`config.mk`:
```
export PLATFORM = sky130hd
export DESIGN_NAME = unsorted_array_store_core
export DESIGN_NICKNAME = d
export VERILOG_FILES = /design/src/hw/rtl/uas_pkg.sv /design/src/hw/rtl/unsorted_array_store_core.sv
export SDC_FILE = /design/constraint.sdc
export NUM_CORES = 2
export LEC_CHECK = 0
export BUFFER_PORTS_ARGS = -buffer_cell sky130_fd_sc_hd__buf_2
export CAP_MARGIN = 15
export CORE_MARGIN = 2
export CORE_UTILIZATION = 45
export CTS_CLUSTER_SIZE = 12
export DETAILED_ROUTE_END_ITERATION = 8
export HOLD_SLACK_MARGIN = 0.1
export REMOVE_ABC_BUFFERS = 1
export SYNTH_ARGS = -nofsm -noshare
export SYNTH_HDL_FRONTEND = slang
export SYNTH_SLANG_ARGS = --single-unit
```
`constraint.sdc`:
```
create_clock -name clock -period 10.5 [get_ports clock]
set_clock_uncertainty 0.15 [all_clocks]
set_input_delay 1.575 -clock clock [delete_from_list [all_inputs] [get_ports clock]]
set_output_delay 1.575 -clock clock [all_outputs]
set_load 0.01 [all_outputs]
```
`src/hw/rtl/uas_pkg.sv`:
```
package uas_pkg;

   localparam int DEPTH = 128;
   localparam int AW    = $clog2(DEPTH);
   localparam int CW    = $clog2(DEPTH + 1);
   localparam int DW    = 32;

   localparam logic [CW-1:0] DEPTH_CNT = CW'(DEPTH);

   typedef enum logic [1:0] {
      CMD_APPEND     = 2'd0,
      CMD_SEARCH     = 2'd1,
      CMD_REMOVE_AT  = 2'd2,
      CMD_REMOVE_ALL = 2'd3
   } cmd_type;

   typedef enum logic [1:0] {
      STS_DONE  = 2'd0,
      STS_FULL  = 2'd1,
      STS_EMPTY = 2'd2,
      STS_MISS  = 2'd3
   } status_type;

endpackage

```
`src/hw/rtl/unsorted_array_store_core.sv`:
```
// Packed, unsorted list of signed 32-bit values with a fill count.
// A request is taken at a rising edge where start is high and busy is low.
// Commands: append, search for a value, remove at a position, and remove
// every match while keeping the order of the survivors.
// Every request yields exactly one response: rsp_valid is high for one cycle
// and the response fields are valid in that cycle. The receiver cannot stall,
// so it must take each response as it appears.
// Append and every rejected request respond in the cycle after the
// request and leave busy low, so such requests can follow every cycle.
// Search, remove-at and remove-all walk the stored entries through the single
// read port of the entry memory, one entry per cycle, and keep busy high
// until done (remove-at starts at position + 1, and search stops at the first
// match). rsp_valid rises in the same cycle that busy falls.
// A remove rewrites each kept entry at a lower address than the one being
// read, so no read ever sees a pending write.
// Synchronous reset empties the list at once; the memory contents are not
// cleared, since only entries below the fill count are ever used.
module unsorted_array_store_core (
   input  logic                       clock,
   input  logic                       reset,
   input  logic                       start,
   output logic                       busy,
   input  logic [1:0]                 req_cmd,
   input  logic signed [31:0]         req_value,
   input  logic [6:0]                 req_position,
   output logic                       rsp_valid,
   output logic [1:0]                 rsp_status,
   output logic                       rsp_found,
   output logic [6:0]                 rsp_index,
   output logic [7:0]                 rsp_removed,
   output logic [7:0]                 rsp_fill,
   output logic                       rsp_full_res,
   output logic                       rsp_empty_res
);
   import uas_pkg::*;

   typedef enum logic [1:0] {
      S_IDLE = 2'b01,
      S_SCAN = 2'b10
   } state_type;

   state_type        state_ff, state_in;
   cmd_type          op_ff, op_in;
   logic [DW-1:0]    key_ff, key_in;
   logic [CW-1:0]    count_ff, count_in;
   logic [CW-1:0]    rd_ptr_ff, rd_ptr_in;
   logic [CW-1:0]    wr_ptr_ff, wr_ptr_in;
   logic             pend_ff, pend_in;
   logic [AW-1:0]    pend_idx_ff, pend_idx_in;
   logic [DW-1:0]    rd_data_ff;

   logic [DW-1:0]    entry_mem [DEPTH];
   logic             mem_we;
   logic [AW-1:0]    mem_waddr;
   logic [DW-1:0]    mem_wdata;

   logic             rsp_valid_ff, rsp_valid_in;
   status_type       rsp_status_ff, rsp_status_in;
   logic             rsp_found_ff, rsp_found_in;
   logic [6:0]       rsp_index_ff, rsp_index_in;
   logic [7:0]       rsp_removed_ff, rsp_removed_in;
   logic [7:0]       rsp_fill_ff, rsp_fill_in;
   logic             rsp_full_ff, rsp_full_in;
   logic             rsp_empty_ff, rsp_empty_in;

   logic             issue;
   logic [CW-1:0]    pos_ext;

   assign pos_ext = CW'(req_position);
   assign issue   = (state_ff == S_SCAN) && (rd_ptr_ff < count_ff);

   always_comb begin
      state_in       = state_ff;
      op_in          = op_ff;
      key_in         = key_ff;
      count_in       = count_ff;
      rd_ptr_in      = rd_ptr_ff;
      wr_ptr_in      = wr_ptr_ff;
      pend_in        = 1'b0;
      pend_idx_in    = rd_ptr_ff[AW-1:0];
      mem_we         = 1'b0;
      mem_waddr      = wr_ptr_ff[AW-1:0];
      mem_wdata      = rd_data_ff;
      rsp_valid_in   = 1'b0;
      rsp_status_in  = STS_DONE;
      rsp_found_in   = 1'b0;
      rsp_index_in   = '0;
      rsp_removed_in = '0;

      unique case (state_ff)
         S_IDLE: begin
            if (start) begin
               op_in     = cmd_type'(req_cmd);
               key_in    = req_value;
               rd_ptr_in = '0;
               wr_ptr_in = '0;
               unique case (cmd_type'(req_cmd))
                  CMD_APPEND: begin
                     rsp_valid_in = 1'b1;
                     if (count_ff >= DEPTH_CNT) begin
                        rsp_status_in = STS_FULL;
                     end else begin
                        mem_we    = 1'b1;
                        mem_waddr = count_ff[AW-1:0];
                        mem_wdata = req_value;
                        count_in  = count_ff + CW'(1);
                     end
                  end
                  CMD_SEARCH: begin
                     state_in = S_SCAN;
                  end
                  CMD_REMOVE_AT: begin
                     if (count_ff == '0) begin
                        rsp_valid_in  = 1'b1;
                        rsp_status_in = STS_EMPTY;
                     end else if (pos_ext >= count_ff) begin
                        rsp_valid_in  = 1'b1;
                        rsp_status_in = STS_MISS;
                     end else begin
                        state_in  = S_SCAN;
                        rd_ptr_in = pos_ext + CW'(1);
                        wr_ptr_in = pos_ext;
                     end
                  end
                  CMD_REMOVE_ALL: begin
                     if (count_ff == '0) begin
                        rsp_valid_in  = 1'b1;
                        rsp_status_in = STS_EMPTY;
                     end else begin
                        state_in = S_SCAN;
                     end
                  end
                  default: begin
                     state_in = S_IDLE;
                  end
               endcase
            end
         end
         S_SCAN: begin
            if (issue) begin
               pend_in   = 1'b1;
               rd_ptr_in = rd_ptr_ff + CW'(1);
            end
            if (pend_ff) begin
               unique case (op_ff)
                  CMD_SEARCH: begin
                     if (rd_data_ff == key_ff) begin
                        // First match ends the walk; the read in flight is dropped.
                        state_in     = S_IDLE;
                        pend_in      = 1'b0;
                        rsp_valid_in = 1'b1;
                        rsp_found_in = 1'b1;
                        rsp_index_in = 7'(pend_idx_ff);
                     end
                  end
                  CMD_REMOVE_AT: begin
                     mem_we    = 1'b1;
                     wr_ptr_in = wr_ptr_ff + CW'(1);
                  end
                  CMD_REMOVE_ALL: begin
                     if (rd_data_ff != key_ff) begin
                        mem_we    = 1'b1;
                        wr_ptr_in = wr_ptr_ff + CW'(1);
                     end
                  end
                  default: begin
                     mem_we = 1'b0;
                  end
               endcase
            end else if (rd_ptr_ff >= count_ff) begin
               state_in     = S_IDLE;
               rsp_valid_in = 1'b1;
               unique case (op_ff)
                  CMD_REMOVE_AT: begin
                     count_in       = count_ff - CW'(1);
                     rsp_removed_in = 8'd1;
                  end
                  CMD_REMOVE_ALL: begin
                     count_in       = wr_ptr_ff;
                     rsp_removed_in = 8'(count_ff - wr_ptr_ff);
                     if (wr_ptr_ff == count_ff) begin
                        rsp_status_in = STS_MISS;
                     end
                  end
                  default: begin
                     rsp_status_in = STS_MISS;
                  end
               endcase
            end
         end
         default: begin
            state_in = S_IDLE;
         end
      endcase

      rsp_fill_in  = 8'(count_in);
      rsp_full_in  = (count_in >= DEPTH_CNT);
      rsp_empty_in = (count_in == '0);
   end

   always_ff @(posedge clock) begin
      if (mem_we) begin
         entry_mem[mem_waddr] <= mem_wdata;
      end
      rd_data_ff <= entry_mem[rd_ptr_ff[AW-1:0]];
   end

   always_ff @(posedge clock) begin
      if (reset) begin
         state_ff     <= S_IDLE;
         count_ff     <= '0;
         pend_ff      <= 1'b0;
         rsp_valid_ff <= 1'b0;
      end else begin
         state_ff     <= state_in;
         count_ff     <= count_in;
         pend_ff      <= pend_in;
         rsp_valid_ff <= rsp_valid_in;
      end
   end

   always_ff @(posedge clock) begin
      op_ff          <= op_in;
      key_ff         <= key_in;
      rd_ptr_ff      <= rd_ptr_in;
      wr_ptr_ff      <= wr_ptr_in;
      pend_idx_ff    <= pend_idx_in;
      rsp_status_ff  <= rsp_status_in;
      rsp_found_ff   <= rsp_found_in;
      rsp_index_ff   <= rsp_index_in;
      rsp_removed_ff <= rsp_removed_in;
      rsp_fill_ff    <= rsp_fill_in;
      rsp_full_ff    <= rsp_full_in;
      rsp_empty_ff   <= rsp_empty_in;
   end

   assign busy          = (state_ff != S_IDLE);
   assign rsp_valid     = rsp_valid_ff;
   assign rsp_status    = rsp_status_ff;
   assign rsp_found     = rsp_found_ff;
   assign rsp_index     = rsp_index_ff;
   assign rsp_removed   = rsp_removed_ff;
   assign rsp_fill      = rsp_fill_ff;
   assign rsp_full_res  = rsp_full_ff;
   assign rsp_empty_res = rsp_empty_ff;

   a_count_bound: assert property (@(posedge clock) disable iff (reset)
      count_ff <= DEPTH_CNT)
      else $error("fill count exceeds the store depth");

   a_write_behind_read: assert property (@(posedge clock) disable iff (reset)
      (state_ff == S_SCAN) |-> (wr_ptr_ff <= rd_ptr_ff))
      else $error("compaction write overtook the read pointer");

   a_accept_progress: assert property (@(posedge clock) disable iff (reset)
      (start && !busy) |=> (rsp_valid || busy))
      else $error("accepted request neither answered nor in progress");

   a_empty_fill: assert property (@(posedge clock) disable iff (reset)
      rsp_valid |-> (rsp_empty_res == (rsp_fill == 8'd0)))
      else $error("empty flag disagrees with the fill count");

endmodule
```
==> flow_metrics.py <==
metrics = {
    "sta": {
        "hold_violations": 0,
        "fin_crit_sh_pct": 53.8,
        "rsz0062_at_grt": "no",
        "fmax_mhz": 177,
        "slew_violations": 0,
        "slew_headroom_pct": 16.2,
        "final.setup.tns_ns": 0,
        "min_period_ns": 5.65,
        "worstMarginPinSlew_ns": 1.22,
        "finalSetupViolCount": 0,
    },
    "cells_and_area": {
        "multi_input_area_um2": 35900,
        "regArea_um2": 126000,
        "drive_above_1_share_pct": 26.1,
        "nets": 7817,
        "area_growth_pct": 12.6,
        "fillCellCount": 28098,
    },
    "power": {
        "p_sw_share_pct": 27.2,
        "ir_drop_mv": 0.195,
        "p_comb_share_pct": 15.5,
        "power_frac_clock_pct": 34.4,
        "intPower_w": 0.0300,
        "p_seq_share_pct": 50.0,
        "p_sw_w": 0.0112,
        "total_power_w": 0.0412,
        "p_per_area_nw_per_um2": 225,
        "power.leakage_nw": 55.9,
    },
    "detailed_routing": {
        "vias": 78968,
        "ant_nets": 0,
        "wire_per_inst_um": 34.5,
        "wl_met2_mm": 212,
        "drc": 0,
        "drt_wl_total_mm": 443,
        "top_layer": "met5",
        "drtIter0Drc": 11023,
        "wl_met3_mm": 39.6,
        "dr.pass1.iters": 8,
        "routed_via_density": 6.15,
        "drt-met1-wl_mm": 172,
    },
    "floorplan": {
        "core_um2": 359000,
        "die_h_um": 605,
        "fp.dieW_um": 605,
        "std_cell_rows": 220,
        "ioPinCount": 74,
        "initial_core_util_pct": 45.2,
        "die_area_um2": 366000,
    },
    "grt": {
        "grt_overflow": 0,
        "grt_pass1_wl_mm": 614,
        "grt_max_degree": 128,
        "track_usage_pct": 24.1,
        "grt_pass1_vias": 78156,
        "antenna_found_initial": 45,
    },
    "min_path": {
        "hold_path_class": "flip-flop to flip-flop",
    },
    "logic_synthesis": {
        "yosysWarnings": 0,
        "synth.area.top_cells": "edfxtp_1 (77%), mux4_2 (14%), mux2i_1 (1.3%), dfxtp_1 (0.97%), a22oi_1 (0.91%)",
        "synthArstFlopShare_pct": 0,
        "synthFlopType": "edfxtp_1",
        "synth-seq-cells": 4225,
        "synth-edff-count": 4146,
        "synth_top_area_cell": "edfxtp_1",
        "ys_types": 70,
        "synth_top_area_share_pct": 76.6,
        "syn-mean-instance-area_um2": 21.9,
        "seq_area_frac_synth_pct": 77.6,
        "syn_inst": 7428,
        "synth_area_um2": 162000,
    },
    "worst_setup_path": {
        "cp_data_arrival_time_ns": 6.36,
        "path_buf_inv": 5,
        "crit_slowest_cell": "a311oi_1",
        "cpPeakStageDelay_ns": 1.04,
        "cp_common_cell": "buf_4",
        "critPathKind": "flip-flop to flip-flop",
        "crit_path_end_kind": "flip-flop",
        "cp_top_family": "compound AO/OA/AOI/OAI gates",
        "startpoint_type": "flip-flop",
        "crit_path_max_fanout": 33,
        "cp_data_required_time_ns": 11.21,
        "worstPathCellList": "buf_4, buf_4, buf_4, nor2_4, buf_4, nand2_1, a311oi_1, o21ai_0, o21ai_0, buf_4, o21ai_1",
    },
    "clock_tree": {
        "htree_levels": 5,
        "cts-resized-gates": 0,
        "clock_latency_ns": 1.01,
        "cts_tree": "yes",
        "clock_sinks": 4225,
        "root_buffer": "clkbuf_16",
        "clk_transition_reported_paths_ns": 0.06,
        "clock_path_buffers": 4,
        "hold_buffers": 0,
        "cts_setup_buffers": 0,
        "cts_buffers": 433,
    },
    "placed_design": {
        "hpwl_mm": 265,
        "routabilityCongestion": 0.936,
        "port_buffers": 73,
    },
    "run_status": {
        "status": "finished clean",
    },
    "flow_run": {
        "max-cap-violations": 0,
    },
}
==> synthesized netlist by cell type (4+ instances only) <==
| cell type | instances |
|---|---|
| edfxtp_1 | 4146 |
| mux4_2 | 1028 |
| nor2_1 | 229 |
| nand2_1 | 226 |
| mux2i_1 | 204 |
| clkbuf_1 | 201 |
| a22oi_1 | 196 |
| o21ai_0 | 161 |
| buf_2 | 145 |
| a21oi_1 | 144 |
| mux2_2 | 89 |
| dfxtp_1 | 79 |
| nor2b_1 | 53 |
| nand4_1 | 49 |
| a211oi_1 | 47 |
| inv_1 | 46 |
| buf_1 | 44 |
| xor2_1 | 38 |
| nand3_1 | 36 |
| o211ai_1 | 32 |
| ha_1 | 30 |
| o2111ai_1 | 20 |
| nor3_1 | 19 |
| xnor2_1 | 18 |
| and2_1 | 13 |
| nand2b_1 | 13 |
| nor4_1 | 13 |
| o31ai_1 | 9 |
| and3_1 | 8 |
| o22ai_1 | 8 |
| a22o_1 | 6 |
| a41o_1 | 6 |
| a21o_1 | 5 |
| a221oi_1 | 5 |
| a31oi_1 | 4 |
| buf_4 | 4 |
| nor3b_1 | 4 |
| o21ai_1 | 4 |
==> routing by layer <==
| layer | vias up | global-route usage [%] |
|---|---|---|
| met5 | - | 0 |
| met4 | 16 | 9.30 |
| met1 | 42654 | 33.0 |
| li1 | 31935 | - |
| met3 | 715 | 4.89 |
| met2 | 3648 | 38.4 |
==> registers in the layout, indices dropped and copies added, names as in the netlist, 2 cells and up <==
name and flops:
rsp_status 2, key_ff 32, rsp_removed 8, wr_ptr_ff 8
rd_ptr_ff 8, pend_idx_ff 7, rsp_index 7, rd_data_ff 32
entry_mem 4096, op_ff 2, count_ff 8, rsp_fill 8
state_ff 2
==> layout make-up <==
type	instances	share of cell area [%]
multi-input cells	2763	19.6
well taps	4773	3.26
clock inverters	164	0.671
repair buffers	273	1.14
flip-flops and latches	4225	68.9
clock buffers	584	6.34
diodes	13	0.0178
inverters	46	0.0943
==> worst register-to-register path: stages, from the launching register on <==
cell and delay, ns:
edfxtp_1 0.38, buf_4 0.28, buf_4 0.46, buf_4 0.47, nor2_4 0.61, buf_4 0.48
nand2_1 0.18, a311oi_1 1.04, o21ai_0 0.51, o21ai_0 0.68, buf_4 0.22, o21ai_1 0.06
==> cell usage in the layout (no fill, tap or decap), types with 10 or more instances in the layout <==
cell type,synthesis,final
nand3_1,36,36
mux2_2,89,89
nor3_1,19,18
mux2i_1,204,204
clkbuf_1,201,139
edfxtp_1,4146,4146
bufinv_16,0,10
inv_1,46,45
dfxtp_1,79,79
nor4_1,13,13
nand4_1,49,49
nand2b_1,13,12
o211ai_1,32,32
xor2_1,38,38
nand2_4,0,31
xnor2_1,18,18
clkinv_2,0,38
nor2b_1,53,51
clkinv_1,0,89
nor2_4,0,132
a21oi_1,144,144
clkbuf_16,0,440
mux4_2,1028,1028
buf_4,4,183
ha_1,30,30
buf_12,0,16
and2_1,13,12
o21ai_0,161,159
nand2_1,226,191
nor2_1,229,97
diode_2,0,13
a211oi_1,47,47
o2111ai_1,20,20
buf_2,145,73
a22oi_1,196,196
==> metrics by stage <==
| stage | area, um^2 | utilization [%] | hold WS [ns] | worst slack [ns] | instances |
|---|---|---|---|---|---|
| 2_1_floorplan | 161000 | - | 0.256 | -37.12 | 7034 |
| 3_3_place_gp | 170000 | 47.3 | 0.273 | 4.38 | 12075 |
| 3_5_place_dp | 170000 | 47.3 | 0.260 | 4.38 | 12075 |
| 4_1_cts | 183000 | 50.9 | 0.283 | 4.99 | 12823 |
| 5_1_grt | 183000 | 50.9 | 0.291 | 4.77 | 12829 |
| 6_report | 183000 | 51.0 | 0.278 | 4.85 | 12841 |
==> logic make-up after synthesis <==
family	share of synthesized area, %
AO/OA/AOI/OAI	2.68
adder cells (fa/ha/maj)	0.243
XOR/XNOR	0.302
buffers and inverters	1.14
AND/OR/NAND/NOR	1.92
flip-flops	77.6
multiplexers	16.1
==> worst paths after layout <==
path / to / cells past startpoint / from / slack, ns
min: rsp_index[3] / 1 / pend_idx_ff[3] / 0.28
min reg2reg: rsp_index[3] / 1 / pend_idx_ff[3] / 0.28
max: rd_data_ff[21] / 11 / rd_ptr_ff[0] / 4.85
max reg2reg: rd_data_ff[21] / 11 / rd_ptr_ff[0] / 4.85
==> power by group through the flow <==
stage	logic, W	clock network, W	registers [W]
after CTS	0.00638	0.0144	0.0206
after detailed placement	0.00638	0	0.0210
final	0.00639	0.0142	0.0206
after global routing	0.00664	0.0150	0.0206
after floorplan	0.00594	0	0.0216
after global placement	0.00621	0	0.0209
No activity file was read; power rests on OpenSTA's default activity.
